## src/rtl/core/asa_pkg.sv

```systemverilog
// Shared constants, codes and types of the animation step ALU.
`default_nettype none
package asa_pkg;

    localparam int WORD_BITS     = 32;
    localparam int FRACTION_BITS = 16;
    localparam int TICK_BITS     = WORD_BITS - 1;
    localparam int OP_BITS       = 4;
    localparam int ST_BITS       = 2;

    // magnitude of a difference of two words
    localparam int DIFF_BITS = WORD_BITS + 1;
    // first product and its fixed-point rescale
    localparam int PROD_BITS = 2 * WORD_BITS;
    localparam int P1_BITS   = PROD_BITS - FRACTION_BITS;
    localparam int SPLIT     = P1_BITS / 2;
    localparam int PP_BITS   = (P1_BITS - SPLIT) + DIFF_BITS;
    localparam int FULL_BITS = P1_BITS + DIFF_BITS;
    localparam int P2_BITS   = FULL_BITS - FRACTION_BITS;
    // signed intermediate and its magnitude
    localparam int VAL_BITS  = P2_BITS + 2;
    localparam int MAG_BITS  = VAL_BITS - 1;

    // divider: dividend width rounded up to whole stages
    localparam int DIV_STEP   = 4;
    localparam int DVD_MIN    = DIFF_BITS + FRACTION_BITS;
    localparam int DIV_STAGES = (DVD_MIN + DIV_STEP - 1) / DIV_STEP;
    localparam int DVD_BITS   = DIV_STAGES * DIV_STEP;

    // stream widths
    localparam int IN_RAW_BITS   = 3 * WORD_BITS + TICK_BITS;
    localparam int IN_DATA_BITS  = ((IN_RAW_BITS + 7) / 8) * 8;
    localparam int OUT_DATA_BITS = 2 * WORD_BITS;

    typedef logic [OP_BITS-1:0] t_op;
    typedef logic [1:0]         t_kind;

    localparam t_op OP_ADD   = 4'd0;
    localparam t_op OP_SUB   = 4'd1;
    localparam t_op OP_MUL   = 4'd2;
    localparam t_op OP_DIV   = 4'd3;
    localparam t_op OP_PROP  = 4'd4;
    localparam t_op OP_LIN   = 4'd5;
    localparam t_op OP_INTEG = 4'd6;
    localparam t_op OP_DERIV = 4'd7;
    localparam t_op OP_MOD   = 4'd8;
    localparam t_op OP_TIMER = 4'd9;

    // how the final stage forms the output
    localparam t_kind K_PACK = 2'd0;  // saturate carried sign/magnitude
    localparam t_kind K_RAW  = 2'd1;  // pass a raw word
    localparam t_kind K_DIV  = 2'd2;  // saturate quotient
    localparam t_kind K_MOD  = 2'd3;  // remainder

    localparam logic [ST_BITS-1:0] ST_OK   = 2'd0;
    localparam logic [ST_BITS-1:0] ST_KEPT = 2'd1;
    localparam logic [ST_BITS-1:0] ST_SAT  = 2'd2;

    typedef struct packed {
        t_kind                kind;
        logic                 res_neg;
        logic                 kept;
        logic [WORD_BITS-1:0] raw;
        logic [WORD_BITS-1:0] mem;
        logic [MAG_BITS-1:0]  mag;
    } t_side;

    typedef struct packed {
        logic [DVD_BITS-1:0]  dvd;
        logic [WORD_BITS-1:0] dvs;
    } t_div;

    typedef struct packed {
        logic [WORD_BITS-1:0] out_new;
        logic [WORD_BITS-1:0] mem;
        logic [ST_BITS-1:0]   status;
    } t_result;

endpackage
`default_nettype wire

```

## src/rtl/core/asa_fin.sv

```systemverilog
// Result selection and saturation to the word range.
`default_nettype none
module asa_fin import asa_pkg::*; (
    input  wire logic                 i_clk,
    input  wire logic                 i_rst_n,
    input  wire logic                 i_en,
    input  wire logic                 i_valid,
    input  wire logic [DVD_BITS-1:0]  i_quo,
    input  wire logic [WORD_BITS-1:0] i_rem,
    input  wire t_side                i_side,
    output logic                      o_valid,
    output t_result                   o_res
);

    localparam logic [MAG_BITS-1:0] LIM_POS =
        {{(MAG_BITS-WORD_BITS+1){1'b0}}, {(WORD_BITS-1){1'b1}}};
    localparam logic [MAG_BITS-1:0] LIM_NEG = LIM_POS + MAG_BITS'(1);
    localparam logic [WORD_BITS-1:0] W_MAX = {1'b0, {(WORD_BITS-1){1'b1}}};
    localparam logic [WORD_BITS-1:0] W_MIN = {1'b1, {(WORD_BITS-1){1'b0}}};

    logic                 r_vld;
    t_result              n_res, r_res;
    logic [MAG_BITS-1:0]  mag;
    logic [WORD_BITS-1:0] low;
    logic                 sat_pos, sat_neg;

    always_comb begin
        case (i_side.kind)
            K_DIV:   mag = MAG_BITS'(i_quo);
            K_MOD:   mag = MAG_BITS'(i_rem);
            default: mag = i_side.mag;
        endcase
        low     = mag[WORD_BITS-1:0];
        sat_pos = !i_side.res_neg && (mag > LIM_POS);
        sat_neg = i_side.res_neg && (mag > LIM_NEG);
        n_res.mem = i_side.mem;
        if (i_side.kind == K_RAW) begin
            n_res.out_new = i_side.raw;
            n_res.status  = i_side.kept ? ST_KEPT : ST_OK;
        end else if (sat_pos) begin
            n_res.out_new = W_MAX;
            n_res.status  = ST_SAT;
        end else if (sat_neg) begin
            n_res.out_new = W_MIN;
            n_res.status  = ST_SAT;
        end else begin
            n_res.out_new = i_side.res_neg ? -low : low;
            n_res.status  = ST_OK;
        end
    end

    always_ff @(posedge i_clk) begin
        if (!i_rst_n) begin
            r_vld <= 1'b0;
        end else if (i_en) begin
            r_vld <= i_valid;
        end
    end

    always_ff @(posedge i_clk) begin
        if (i_en) begin
            r_res <= n_res;
        end
    end

    assign o_valid = r_vld;
    assign o_res   = r_res;

endmodule
`default_nettype wire

```

## config.mk

```make
export PLATFORM = sky130hd
export DESIGN_NAME = asa_fin
export DESIGN_NICKNAME = d
export VERILOG_FILES = /design/src/rtl/core/asa_pkg.sv /design/src/rtl/core/asa_fin.sv
export SDC_FILE = /design/constraint.sdc
export NUM_CORES = 1
export LEC_CHECK = 0
export ABC_AREA = 1
export ABC_CLOCK_PERIOD_IN_PS = 5620
export BUFFER_PORTS_ARGS = -buffer_cell sky130_fd_sc_hd__buf_4
export CAP_MARGIN = 20
export CORE_ASPECT_RATIO = 0.7
export CORE_MARGIN = 2
export CORE_UTILIZATION = 49
export CTS_CLUSTER_SIZE = 8
export DETAILED_ROUTE_END_ITERATION = 8
export PLACE_DENSITY = 0.88
export SLEW_MARGIN = 20
export SYNTH_ARGS = -nofsm -noshare
export SYNTH_HDL_FRONTEND = slang
export SYNTH_SLANG_ARGS = --single-unit
export TNS_END_PERCENT = 50
```

## constraint.sdc

```tcl
create_clock -name i_clk -period 5.62 [get_ports i_clk]
set_input_delay 0.281 -clock i_clk [delete_from_list [all_inputs] [get_ports i_clk]]
set_output_delay 0.281 -clock i_clk [all_outputs]
set_load 0.01 [all_outputs]
```

==> metrics.yaml <==
ys_types: 36
fmax_ghz: 0.317
rsz0062_at_grt: "no"
power_density_nw_per_um2: 231
antenna_left: 0
port_buffers: 288
wl_per_cell_um: 15.3
finalClockSkew_ps: 0
maxCapViolCount: 0
period_minus_slack_ps: 3150
start_util_pct: 50.0
relSlewSlack_pct: 34.5
clk_pin_slew_worst_paths_ps: 60
cts_htree_levels: 3
multiInputGateArea_um2: 2560
slew_violations: 0
viasPerCell: 5.07
cp-start-kind: "input pin"
hold_depth: 1
ys_ff_latch: 67
die_height_um: 89.5
clkLatencyLatePin_ps: 330
synth_nets: 893
synth_top_area_share_pct: 38.7
status: "finished clean"
seqCellArea_um2: 2000
cts_tree: "done"
synth_edf_count: 66
cts.repair.resized: 0
grt_pass1_wl_um: 24700
clockBufferDepth: 2
nets: 1163
boundaryPins: 289
tightest_slew_ps: 981
grt.overflow.total: 0
cp_max_fo: 80
fin_tns_setup_ps: 0
drive_above_1_share_pct: 40.1
coreArea_um2: 10200
yosysTopAreaCell: "edfxtp_1"
rows: 31
worstSetupEndpointType: "register"
peakVddDrop_mv: 0.229
synthToLayoutAreaGrowth_pct: 48.2
crit_type: "in2reg"
synth_area_um2: 5120
grt_pass1_vias: 5135
cts_setup_buffers: 0
hold_buffers: 0
final_util_pct: 74.1
cellLeakagePower_nw: 3.74
synthFlopType: "edfxtp_1"
dp.cells: 1060
grt_util_all_layers_pct: 28.1
arrival_ps: 3230
required_ps: 5700
dp_slack_ps: 2200
dieArea_um2: 11300
antenna_found_initial: 0
dr.first_iter.drc_count: 425
synth-async-reset-ratio_pct: 0
seq_area_frac_synth_pct: 39.1
drc_errors: 0
hold_viol: 0
cts_buffers: 9
via_count: 5458
cts_num_sinks: 67
nFillCells: 816
reg2reg_depth: 2
final.period_utilization_pct: 56.0
hold_class: "in2reg"
setup_viol: 0
total_power_mw: 1.75
crit_top_cell: "nand2_1"
synth_warnings: 0
firstDrtPassIters: 6
fp.dieW_um: 126
whs_ps: 125
slowest_stage: "buf_4"
finalWirelength_um: 16400
finalNonFillerCells: 1076
stdcell_area_um2: 7590
diodes: 0
ys_top_cells_by_area: "edfxtp_1, nand2_1, nand3_1, nor2_1, inv_1"
syn-instance-count: 669
crit_chain: "buf_4 > inv_2 > nor2_4 > nand2_1 > nand3_2 > ha_1 > nand3_1 > nor2_2 > nand3_2 > nor3_2 > nand2_1 > nand2_4 > nand3_1 > nand2_1 > nand2_1"
dp_hpwl_um: 12800
place_congestion: 0.929
grt_max_degree: 81
max_stage_delay_ps: 520
setup_slack_ps: 2470
avgSynthCellArea_um2: 7.65
dpl-instance-area_um2: 7220
clockRootBuffer: "clkbuf_16"
[state kept, by name, summed over array words and instances (netlist names)]
signal,cells
o_valid,1
o_res,66
[Yosys cell counts, types with 10 or more instances]
cell type,n
nand3_1,66
or2_2,10
nand3b_1,23
nand3_2,29
a21oi_1,19
inv_1,86
a21oi_2,17
nor2_1,88
nand2_1,152
edfxtp_1,66
o21ai_0,14
buf_6,10
or2_1,21
[final timing paths]
| check | startpoint | end | slack, ps |
|---|---|---|---|
| hold / removal | i_side[91] | o_res[27] | 120 |
| setup / recovery | i_side[133] | o_res[65] | 2470 |
| hold reg to reg | o_valid | o_valid | 560 |
| setup reg to reg | o_valid | o_valid | 4950 |
[worst max-delay path: cells and delay by family]
kind          cells  cell delay, ps
fa+ha+maj         1             190
buf+inv           2             800
simple gates     12            1910
[cells by family (layout without fill, tap and decap cells)]
group | after synthesis | count (layout) | share of synthesized area [%]
AO/OA/AOI/OAI | 57 | 57 | 7.09
XOR/XNOR | 11 | 11 | 1.88
adder cells (fa/ha/maj) | 2 | 2 | 0.489
buffers and inverters | 118 | 393 | 11.0
flip-flops | 67 | 67 | 39.1
AND/OR/NAND/NOR | 414 | 414 | 40.5
[per-layer routing]
layer | GRT usage (%) | wire length (um)
met5 | 0 | 0
met4 | 8.69 | 294
met3 | 6.58 | 1390
met2 | 47.8 | 7870
met1 | 36.2 | 6860
[power by group]
group / switching, mW / internal, mW / leakage, nW
combinational: 0.223 / 0.220 / 2.91
clock: 0.209 / 0.480 / 0.177
sequential: 0.0139 / 0.603 / 0.656
total: 0.446 / 1.30 / 3.74
[cell usage in the layout, fill, tap and decap left out]
| cell type | count |
|---|---|
| a21oi_1 | 19 |
| nand4_1 | 4 |
| nor2_4 | 4 |
| xnor2_1 | 4 |
| ha_1 | 2 |
| inv_1 | 86 |
| dfxtp_1 | 1 |
| nor2_2 | 3 |
| o21ai_2 | 1 |
| nand2_4 | 1 |
| clkinv_4 | 2 |
| or2_0 | 1 |
| o21bai_1 | 2 |
| o21ai_1 | 2 |
| inv_4 | 1 |
| nand2_2 | 6 |
| nand3b_1 | 23 |
| clkbuf_16 | 9 |
| nand3_2 | 29 |
| o211ai_1 | 2 |
| or2_2 | 10 |
| inv_2 | 2 |
| xor2_1 | 7 |
| nor2_1 | 88 |
| or2_1 | 21 |
| nand2_1 | 152 |
| nor3_1 | 4 |
| nand3_1 | 66 |
| a21oi_2 | 17 |
| nor3_2 | 2 |
| o21ai_0 | 14 |
| bufinv_16 | 4 |
| buf_4 | 288 |
| clkbuf_1 | 1 |
| edfxtp_1 | 66 |
[layout make-up]
type / instances / share of cell area, %
clock buffers: 10 / 3.02
repair buffers: 288 / 28.5
clock inverters: 6 / 1.81
well taps: 132 / 2.18
multi-input cells: 484 / 33.7
inverters: 89 / 4.44
flip-flops and latches: 67 / 26.4
Note: power is estimated with default switching activity, not from simulation.
