### src/rtl/core/asa_pkg.sv
// Shared constants, codes and types of the animation step ALU.
`default_nettype none
package asa_pkg;

    localparam int WORD_BITS     = 32;
    localparam int FRACTION_BITS = 16;
    localparam int TICK_BITS     = WORD_BITS - 1;
    localparam int OP_BITS       = 4;
    localparam int ST_BITS       = 2;

    // magnitude of a difference of two words
    localparam int DIFF_BITS = WORD_BITS + 1;
    // first product and its fixed-point rescale
    localparam int PROD_BITS = 2 * WORD_BITS;
    localparam int P1_BITS   = PROD_BITS - FRACTION_BITS;
    localparam int SPLIT     = P1_BITS / 2;
    localparam int PP_BITS   = (P1_BITS - SPLIT) + DIFF_BITS;
    localparam int FULL_BITS = P1_BITS + DIFF_BITS;
    localparam int P2_BITS   = FULL_BITS - FRACTION_BITS;
    // signed intermediate and its magnitude
    localparam int VAL_BITS  = P2_BITS + 2;
    localparam int MAG_BITS  = VAL_BITS - 1;

    // divider: dividend width rounded up to whole stages
    localparam int DIV_STEP   = 4;
    localparam int DVD_MIN    = DIFF_BITS + FRACTION_BITS;
    localparam int DIV_STAGES = (DVD_MIN + DIV_STEP - 1) / DIV_STEP;
    localparam int DVD_BITS   = DIV_STAGES * DIV_STEP;

    // stream widths
    localparam int IN_RAW_BITS   = 3 * WORD_BITS + TICK_BITS;
    localparam int IN_DATA_BITS  = ((IN_RAW_BITS + 7) / 8) * 8;
    localparam int OUT_DATA_BITS = 2 * WORD_BITS;

    typedef logic [OP_BITS-1:0] t_op;
    typedef logic [1:0]         t_kind;

    localparam t_op OP_ADD   = 4'd0;
    localparam t_op OP_SUB   = 4'd1;
    localparam t_op OP_MUL   = 4'd2;
    localparam t_op OP_DIV   = 4'd3;
    localparam t_op OP_PROP  = 4'd4;
    localparam t_op OP_LIN   = 4'd5;
    localparam t_op OP_INTEG = 4'd6;
    localparam t_op OP_DERIV = 4'd7;
    localparam t_op OP_MOD   = 4'd8;
    localparam t_op OP_TIMER = 4'd9;

    // how the final stage forms the output
    localparam t_kind K_PACK = 2'd0;  // saturate carried sign/magnitude
    localparam t_kind K_RAW  = 2'd1;  // pass a raw word
    localparam t_kind K_DIV  = 2'd2;  // saturate quotient
    localparam t_kind K_MOD  = 2'd3;  // remainder

    localparam logic [ST_BITS-1:0] ST_OK   = 2'd0;
    localparam logic [ST_BITS-1:0] ST_KEPT = 2'd1;
    localparam logic [ST_BITS-1:0] ST_SAT  = 2'd2;

    typedef struct packed {
        t_kind                kind;
        logic                 res_neg;
        logic                 kept;
        logic [WORD_BITS-1:0] raw;
        logic [WORD_BITS-1:0] mem;
        logic [MAG_BITS-1:0]  mag;
    } t_side;

    typedef struct packed {
        logic [DVD_BITS-1:0]  dvd;
        logic [WORD_BITS-1:0] dvs;
    } t_div;

    typedef struct packed {
        logic [WORD_BITS-1:0] out_new;
        logic [WORD_BITS-1:0] mem;
        logic [ST_BITS-1:0]   status;
    } t_result;

endpackage
`default_nettype wire

### src/rtl/core/asa_skid.sv
// Output register with a skid entry; its fill state stalls the pipeline.
`default_nettype none
module asa_skid import asa_pkg::*; (
    input  wire logic    i_clk,
    input  wire logic    i_rst_n,
    input  wire logic    i_valid,
    input  wire t_result i_data,
    output logic         o_ready,
    output logic         o_valid,
    input  wire logic    i_ready,
    output t_result      o_data
);

    logic    r_out_vld, n_out_vld, r_skd_vld, n_skd_vld;
    t_result r_out, n_out, r_skd, n_skd;
    logic    fire, push;

    assign o_ready = ~r_skd_vld;
    assign fire    = r_out_vld & i_ready;
    assign push    = i_valid & ~r_skd_vld;

    always_comb begin
        n_out_vld = r_out_vld;
        n_skd_vld = r_skd_vld;
        n_out     = r_out;
        n_skd     = r_skd;
        if (r_skd_vld) begin
            if (fire) begin
                n_out     = r_skd;
                n_skd_vld = 1'b0;
            end
        end else if (push) begin
            if (!r_out_vld || fire) begin
                n_out     = i_data;
                n_out_vld = 1'b1;
            end else begin
                n_skd     = i_data;
                n_skd_vld = 1'b1;
            end
        end else if (fire) begin
            n_out_vld = 1'b0;
        end
    end

    always_ff @(posedge i_clk) begin
        if (!i_rst_n) begin
            r_out_vld <= 1'b0;
            r_skd_vld <= 1'b0;
        end else begin
            r_out_vld <= n_out_vld;
            r_skd_vld <= n_skd_vld;
        end
    end

    always_ff @(posedge i_clk) begin
        r_out <= n_out;
        r_skd <= n_skd;
    end

    assign o_valid = r_out_vld;
    assign o_data  = r_out;

endmodule
`default_nettype wire

### config.mk
export PLATFORM = sky130hd
export DESIGN_NAME = asa_skid
export DESIGN_NICKNAME = d
export VERILOG_FILES = /design/src/rtl/core/asa_pkg.sv /design/src/rtl/core/asa_skid.sv
export SDC_FILE = /design/constraint.sdc
export NUM_CORES = 1
export LEC_CHECK = 0
export CORE_ASPECT_RATIO = 1.2
export CORE_MARGIN = 2
export CORE_UTILIZATION = 50
export CTS_BUF_LIST = sky130_fd_sc_hd__clkbuf_4 sky130_fd_sc_hd__clkbuf_8
export DETAILED_ROUTE_END_ITERATION = 7
export DONT_BUFFER_PORTS = 1
export PLACE_DENSITY_LB_ADDON = 0.2
export SLEW_MARGIN = 10
export SYNTH_ARGS = -nofsm -noshare
export SYNTH_HDL_FRONTEND = slang
export SYNTH_SLANG_ARGS = --single-unit
### constraint.sdc
create_clock -name i_clk -period 11 [get_ports i_clk]
set_input_delay 0.55 -clock i_clk [delete_from_list [all_inputs] [get_ports i_clk]]
set_output_delay 0.55 -clock i_clk [all_outputs]
set_load 0.01 [all_outputs]
==> results by stage, run 1 <==
Outcome:
- The flow ran to the end, and the final reports show no timing, DRC or antenna violations.

Finish:
- The number of diodes is 0.
- The commonest non-fill, non-tap cell in the layout is sky130_fd_sc_hd__edfxtp_1.
- The multi-input combinational cells in the finished layout cover a total of 0.00106 mm².
- The top cell types in the final layout, fill and taps aside, are 132 x sky130_fd_sc_hd__edfxtp_1, 66 x sky130_fd_sc_hd__mux2_4, 17 x sky130_fd_sc_hd__clkbuf_8, 5 x sky130_fd_sc_hd__clkinv_1, 4 x sky130_fd_sc_hd__clkinvlp_4.
- Compared with the post-synthesis result, the final layout area differs by 9.61%.
- For this run, the post-layout net count is slightly above 300.
- Cells with a size suffix above 1 make up ~40% of the layout.
- Registers take 0.00401 mm².
- The count of filler cells inserted in the layout is 755.
- The finished cells cover approximately 0.0057 mm².

Die:
- The I/O pin count is 138.
- In this run the horizontal extent of the chip is about 97 µm.
- The vertical die dimension is 115 µm.
- The die covers 0.0111 mm².
- The total area inside the core boundary comes to between 0.01 and 0.015 mm².
- The initialized floorplan defines 40 standard-cell rows.
- For this configuration, the core starts out at a cell density of slightly above 50%.

Global route:
- Global routing finished with a remaining overflow of 0.
- Entering global routing, the biggest net connects 67 pins.
- The first global-routing pass estimated between 10 and 15 mm of wire.
- For this run, the total global-route usage over all layers was measured as between 10 and 15%.
- The number of global-route vias before repair came to 2068.
- The number of antenna violations at the first check in global routing is 0.

Power and ir drop:
- The overall power is 1080 µW.
- The switching power is 231 µW.
- The switching share of power is 21.3%.
- In this run, the clock network consumes 37.1% of the power.
- The internal power of the cells is roughly 850 µW.
- Of the total power, registers draw slightly below 60%.
- The leakage power figure is about 0.0019 µW.
- The total power divided by cell area is 192 mW/mm².
- The maximum resistive drop on vdd is 0.000105 V.
- Combinational logic is responsible for under 10% of the overall power.

Placement:
- The placed instance area is between 0.005 and 0.006 mm².
- At the end of routability-driven placement, the weighted congestion stood at 0.701.
- The half-perimeter wire length after placement is about 4.8 mm.
- The number of I/O port buffers is 0.

Clock network:
- The number of buffers inserted during clock tree synthesis is 17.
- After clock tree synthesis, the repair step resized 0 gates.
- The number of buffers inserted for hold repair after clock tree synthesis is 0.
- In this run the post-CTS setup repair buffer count came out at 0.
- TritonCTS built the clock tree.
- The number of clock sinks is 134.
- The maximum level of the CTS H-tree is 4.
- The root buffer selected by CTS is sky130_fd_sc_hd__clkbuf_8.
- The source-to-sink clock delay at the later pin of the worst-skew pair is approximately 0.42 ns.
- The clock-pin slew reported for the worst setup and hold paths after clock tree synthesis is ~0.070 ns.
- Counting along the longest clock path gives a buffer depth of 2.

Drt:
- The length of routed met3 wiring is about 600 µm.
- The detailed-route vias per instance is 5.33.
- The DRC marker count from the first detailed-route iteration is 89.
- The detail-routed net length per standard cell is 20.9 µm.
- The routed wire length is approximately 7.8 mm.
- Wire segments on met2 add up to 3.85 mm in the final route.
- In the final routing, the length of wire on met1 measures around 3.2 mm.
- After detailed routing, the number of remaining DRC violations is 0.
- The routed layout has between 1500 and 2000 vias.
- The first TritonRoute pass finished after 6 iterations.
- Routed signal wires occupy layers up through met4.
- The antenna violation net count after detailed routing is 0.

Logic synthesis:
- Averaged over all synthesized cells, the footprint is around 23 µm².
- The number of different library cells used by synthesis comes to 13.
- For this run, the register share of the synthesized area comes to between 70% and 80%.
- The net count after synthesis is 290.
- The total of flip-flops plus latches after synthesis is 134.
- The Yosys step of the flow raised 0 warnings.
- The cell count after synthesis came out at 220.
- After synthesis the cells add up to around 0.0052 mm².

STA:
- The measured slew at the worst slew-check pin is approximately 0.87 ns.
- Between clock sinks in the finished design, the worst skew comes to 0.00701 ns.
- The maximum achievable frequency is around 380 MHz.
- The number of pins exceeding their max-slew limit in the final report is 0.
- The hold violation count in the final report was 0.
- Setup violations remaining at the end of the flow were counted as 0.
- Headroom to the max-slew limit came out at 41.9%.
- The final critical-path share of the clock period is a little under a quarter.
- The shortest clock period the worst path allows after layout is 2.61 ns.
- The accumulated negative setup slack is 0 ns.
- Setup repair after global routing left no endpoint under its margin.

Critical path:
- The classification of the worst setup path is flip-flop to primary output.
- The worst setup path is launched from a flip-flop.
- The critical-path maximum fanout is 36.
- STA puts the critical path data arrival time at 2.06 ns.
- The endpoint kind of the worst setup timing path is a primary output.
- At the worst endpoint, the required time is ~10 ns.

Job:
- The number of max-cap violations is 0.

Worst hold path:
- The class of the worst hold path is input port to flip-flop.
## synthesized netlist by cell type
cell                       count  share of area (%)
sky130_fd_sc_hd__nor2b_1       1               0.12
sky130_fd_sc_hd__nand2_1       1              0.073
sky130_fd_sc_hd__mux2i_1       1               0.19
sky130_fd_sc_hd__mux2_4       66                 19
sky130_fd_sc_hd__buf_6         8                1.7
sky130_fd_sc_hd__edfxtp_1    132                 77
sky130_fd_sc_hd__a211oi_1      1               0.15
sky130_fd_sc_hd__a21oi_1       2               0.19
sky130_fd_sc_hd__dfxtp_1       2               0.78
sky130_fd_sc_hd__nand3b_1      1               0.15
sky130_fd_sc_hd__and4_1        1               0.17
sky130_fd_sc_hd__inv_1         3               0.22
sky130_fd_sc_hd__o21ai_1       1              0.097
## cell type report
| cell class | count | area share (%) |
|---|---|---|
| Timing Repair Buffer | 2 | 0.266 |
| Sequential cell | 134 | 70.9 |
| Multi-Input combinational cell | 75 | 18.8 |
| Clock inverter | 15 | 2.86 |
| Inverter | 3 | 0.199 |
| Tap cell | 126 | 2.79 |
| Clock buffer | 17 | 4.14 |
## power by group through the flow
stage	Clock (µW)	Sequential, µW	Combinational [µW]
final	402	627	55.0
after global routing	440	629	59.4
after CTS	416	627	56.4
after detailed placement	0	638	56.2
after global placement	0	638	54.6
after floorplan	0	631	53.8
## routing by layer
| metal | track usage (%) | up-vias |
|---|---|---|
| met3 | 7.29 | 7 |
| li1 | - | 894 |
| met5 | 0 | - |
| met1 | 17.1 | 995 |
| met4 | 7.89 | 0 |
| met2 | 22.4 | 88 |
## logic make-up (layout without fill, tap and decap cells)
logic type	count (synthesis)	in the layout	share of synthesized area, %
mux	67	67	19.4
simple gates	4	4	0.510
compound gates	4	4	0.437
buf+inv	11	37	1.97
flops	134	134	77.7
## worst max-delay path, stage by stage (launching register included)
cell                      delay [ns]
sky130_fd_sc_hd__dfxtp_4        0.76
sky130_fd_sc_hd__buf_4          0.66
sky130_fd_sc_hd__inv_1          0.21
## path summary, 6_finish.rpt
path / from / to / slack (ns) / depth (start not counted)
min reg2reg: r_skd[3] / o_data[3] / 0.55 / 1
max reg2reg: r_skd_vld / r_skd[30] / 8.49 / 3
min: i_ready / r_skd_vld / 0.21 / 1
max: r_skd_vld / o_ready / 8.39 / 2
## state kept, by name, summed over array words and instances (netlist names)
signal     count
o_data        66
r_skd         66
r_skd_vld      1
o_valid        1
## stage by stage
stage               util, %  worst slack (ns)  hold WS (ns)  instances
CTS                    56.5              8.31         0.173        372
global route           56.5              8.24         0.168        372
finish                 56.5              8.39         0.209        372
detailed placement     52.5              8.46         0.535        340
global placement       52.5              8.49         0.530        340
floorplan                 -              6.58         0.527        220
(Power assumes the default switching activity.)
==> run 2, diff against run 1 <==
clock period = 2.6 ns   (was 11 ns; I/O delays follow)
==> results by stage, run 2 (synthesis results as in run 1) <==
Critical path:
- For the worst setup path, the data arrival time is a little under 2 ns.
- The largest stage delay on the critical path is between 0.4 and 0.5 ns.
- The slowest stage of the critical path belongs to the cell sky130_fd_sc_hd__dfxtp_4.
- The buffer and inverter count on the worst path is 2.
- In this run the worst path has a maximum fanout of between 40 and 50.
- The critical path goes through inv_1, and4_4, buf_12.
- Data on the critical path is required at its endpoint by between 2 and 3 ns.
- The critical path's top delay family is flip-flops.
- The classification of the worst setup path is flip-flop to flip-flop.
- STA classifies the critical path startpoint as a flip-flop.
- STA classifies the critical path endpoint as a flip-flop.

Die:
- The I/O pin count is around 140.
- Measured along the y axis, the die boundary spans ~120 µm.
- The core area is between 0.01 and 0.015 mm².
- From left edge to right edge, the die measures roughly 97 µm.
- The die covers 0.0111 mm².
- The floorplan has 40 rows.
- For this configuration, the core starts out at a cell density of between 50 and 60%.

Drt:
- The detailed-route vias per instance is 5.07.
- For this block, the routed nets add up to 8.12 mm of wire.
- After detailed routing, the average wire length per cell comes to about 18 µm.
- The antenna violation net count after detailed routing is 0.
- The DRC marker count from the first detailed-route iteration is 61.
- The first-pass detailed-route iteration total is 4.
- The DRC violations left is 0.
- Detailed routing inserted a total of roughly 2200 vias.

Power and ir drop:
- The maximum resistive drop on vdd is 0.000407 V.
- The total power divided by cell area is 735 mW/mm².
- The leakage power figure is 0.00228 µW.

Clock network:
- After clock tree synthesis, the clock-pin slew on the worst setup and hold paths is around 0.070 ns.
- The source-to-sink clock delay at the later pin of the worst-skew pair is approximately 0.42 ns.
- Gates resized during post-CTS repair numbered 0.
- TritonCTS built the clock tree.
- The root buffer selected by CTS is sky130_fd_sc_hd__clkbuf_8.
- The number of clock sinks is between 100 and 150.
- The maximum clock path buffer count is 2.
- The number of buffers inserted during clock tree synthesis is 17.
- In this run the post-CTS setup repair buffer count came out at 0.
- The maximum level of the CTS H-tree is 4.

STA:
- The number of pins exceeding their max-slew limit in the final report is 0.
- Setup repair after global routing left no endpoint under its margin.
- The hold violation count in the final report is 0.
- Subtracting the final worst setup slack from the clock period gives between 1.5 and 2 ns.
- The tightest hold path in the finished design has a slack of 0.200 ns.
- Timing would allow up to 544 MHz.
- The clock arrives with 0.00714 ns of skew.
- Summed over all failing endpoints, the final setup total negative slack is 0 ns.
- The final critical-path share of the clock period is a little over two thirds.
- In this run the tightest slew margin relative to its limit is between 60 and 70%.
- The measured slew at the worst slew-check pin is just under 0.5 ns.
- Setup violations remaining at the end of the flow were counted as 0.

Finish:
- Leaving out fill and tap cells, the most frequent cells in the layout are 132 x sky130_fd_sc_hd__edfxtp_1, 70 x sky130_fd_sc_hd__dlygate4sd3_1, 66 x sky130_fd_sc_hd__mux2_4, 17 x sky130_fd_sc_hd__clkbuf_8.
- The signed area change from the synthesized netlist to the final layout is 24.2%.
- The layout cell share with drive strength beyond 1 is between 30% and 40%.
- 0 antenna diodes ended up in the layout.
- The final net count is 374.
- The final standard cell utilization of the core is 64.0%.
- The count of filler cells inserted in the layout is ~700.
- Leaving out fill and tap cells, the most frequent cell in the layout is sky130_fd_sc_hd__edfxtp_1.

Global route:
- The number of antenna violations at the first check in global routing is 0.
- The pin count of the biggest net entering global routing is 67.
- Global routing used between 10% and 20% of the available tracks across all layers.
- The number of global-route vias before repair is roughly 2300.
- The global-route wire length before repair is about 12 mm.
- The total grt overflow is 0.

Outcome:
- The run finished with clean final reports.

Placement:
- After legalization and detailed placement, the total HPWL measured roughly 5 mm.
- The count of buffers added on input and output ports is 0.
- Routability-driven placement finished with a final weighted congestion of between 0.6 and 0.7.

Worst hold path:
- The class of the worst hold path is input port to flip-flop.

Job:
- The number of max-cap violations is 0.
[run 2: stage by stage]
| step | area, µm² | std cells | total power, µW | setup slack (ns) |
|---|---|---|---|---|
| 2_1_floorplan | 5170 | 220 | 2890 | 0.352 |
| 6_report | 6400 | 443 | 4710 | 0.762 |
| 3_5_place_dp | 5300 | 341 | 2950 | 0.768 |
| 4_1_cts | 6400 | 443 | 4770 | 0.746 |
| 5_1_grt | 6400 | 443 | 4880 | 0.674 |
| 3_3_place_gp | 5300 | 341 | 2940 | 0.789 |
[run 2: timing repair]
item | in CTS | in global routing
endpoints found under the setup margin | 0 | 0
hold buffers | 70 | 0
hold endpoints to repair | 134 | 0
[run 2: metal layers]
layer / routed length, µm / GRT usage, % / up-vias
met1: 3280 / 16.5 / 1101
met4: 141 / 7.04 / 0
met5: 0 / 0 / -
met3: 471 / 6.87 / 14
li1: - / - / 1044
met2: 4220 / 23.8 / 88
[run 2: where the power goes]
group          internal, µW  switching (µW)
logic                   216             134
registers              2540             109
clock network           950             762
total                  3700            1000
[run 2: area by class of cell]
cell class	count	area (µm²)	area share (%)
multi-input cells	75	1060	16.6
clock inverters	14	160	2.50
repair buffers	73	761	11.9
clock buffers	18	241	3.77
flip-flops and latches	134	4010	62.6
well taps	126	158	2.46
inverters	3	11.3	0.176
[run 2: worst paths after layout]
path                                start          to  slack [ns]  cells after the start
worst min-delay path              i_valid   r_skd[55]        0.20                      1
worst min register to register  r_skd[50]  o_data[50]        0.54                      1
worst max-delay path            r_skd_vld   r_skd[37]        0.76                      3
worst max register to register  r_skd_vld   r_skd[37]        0.76                      3
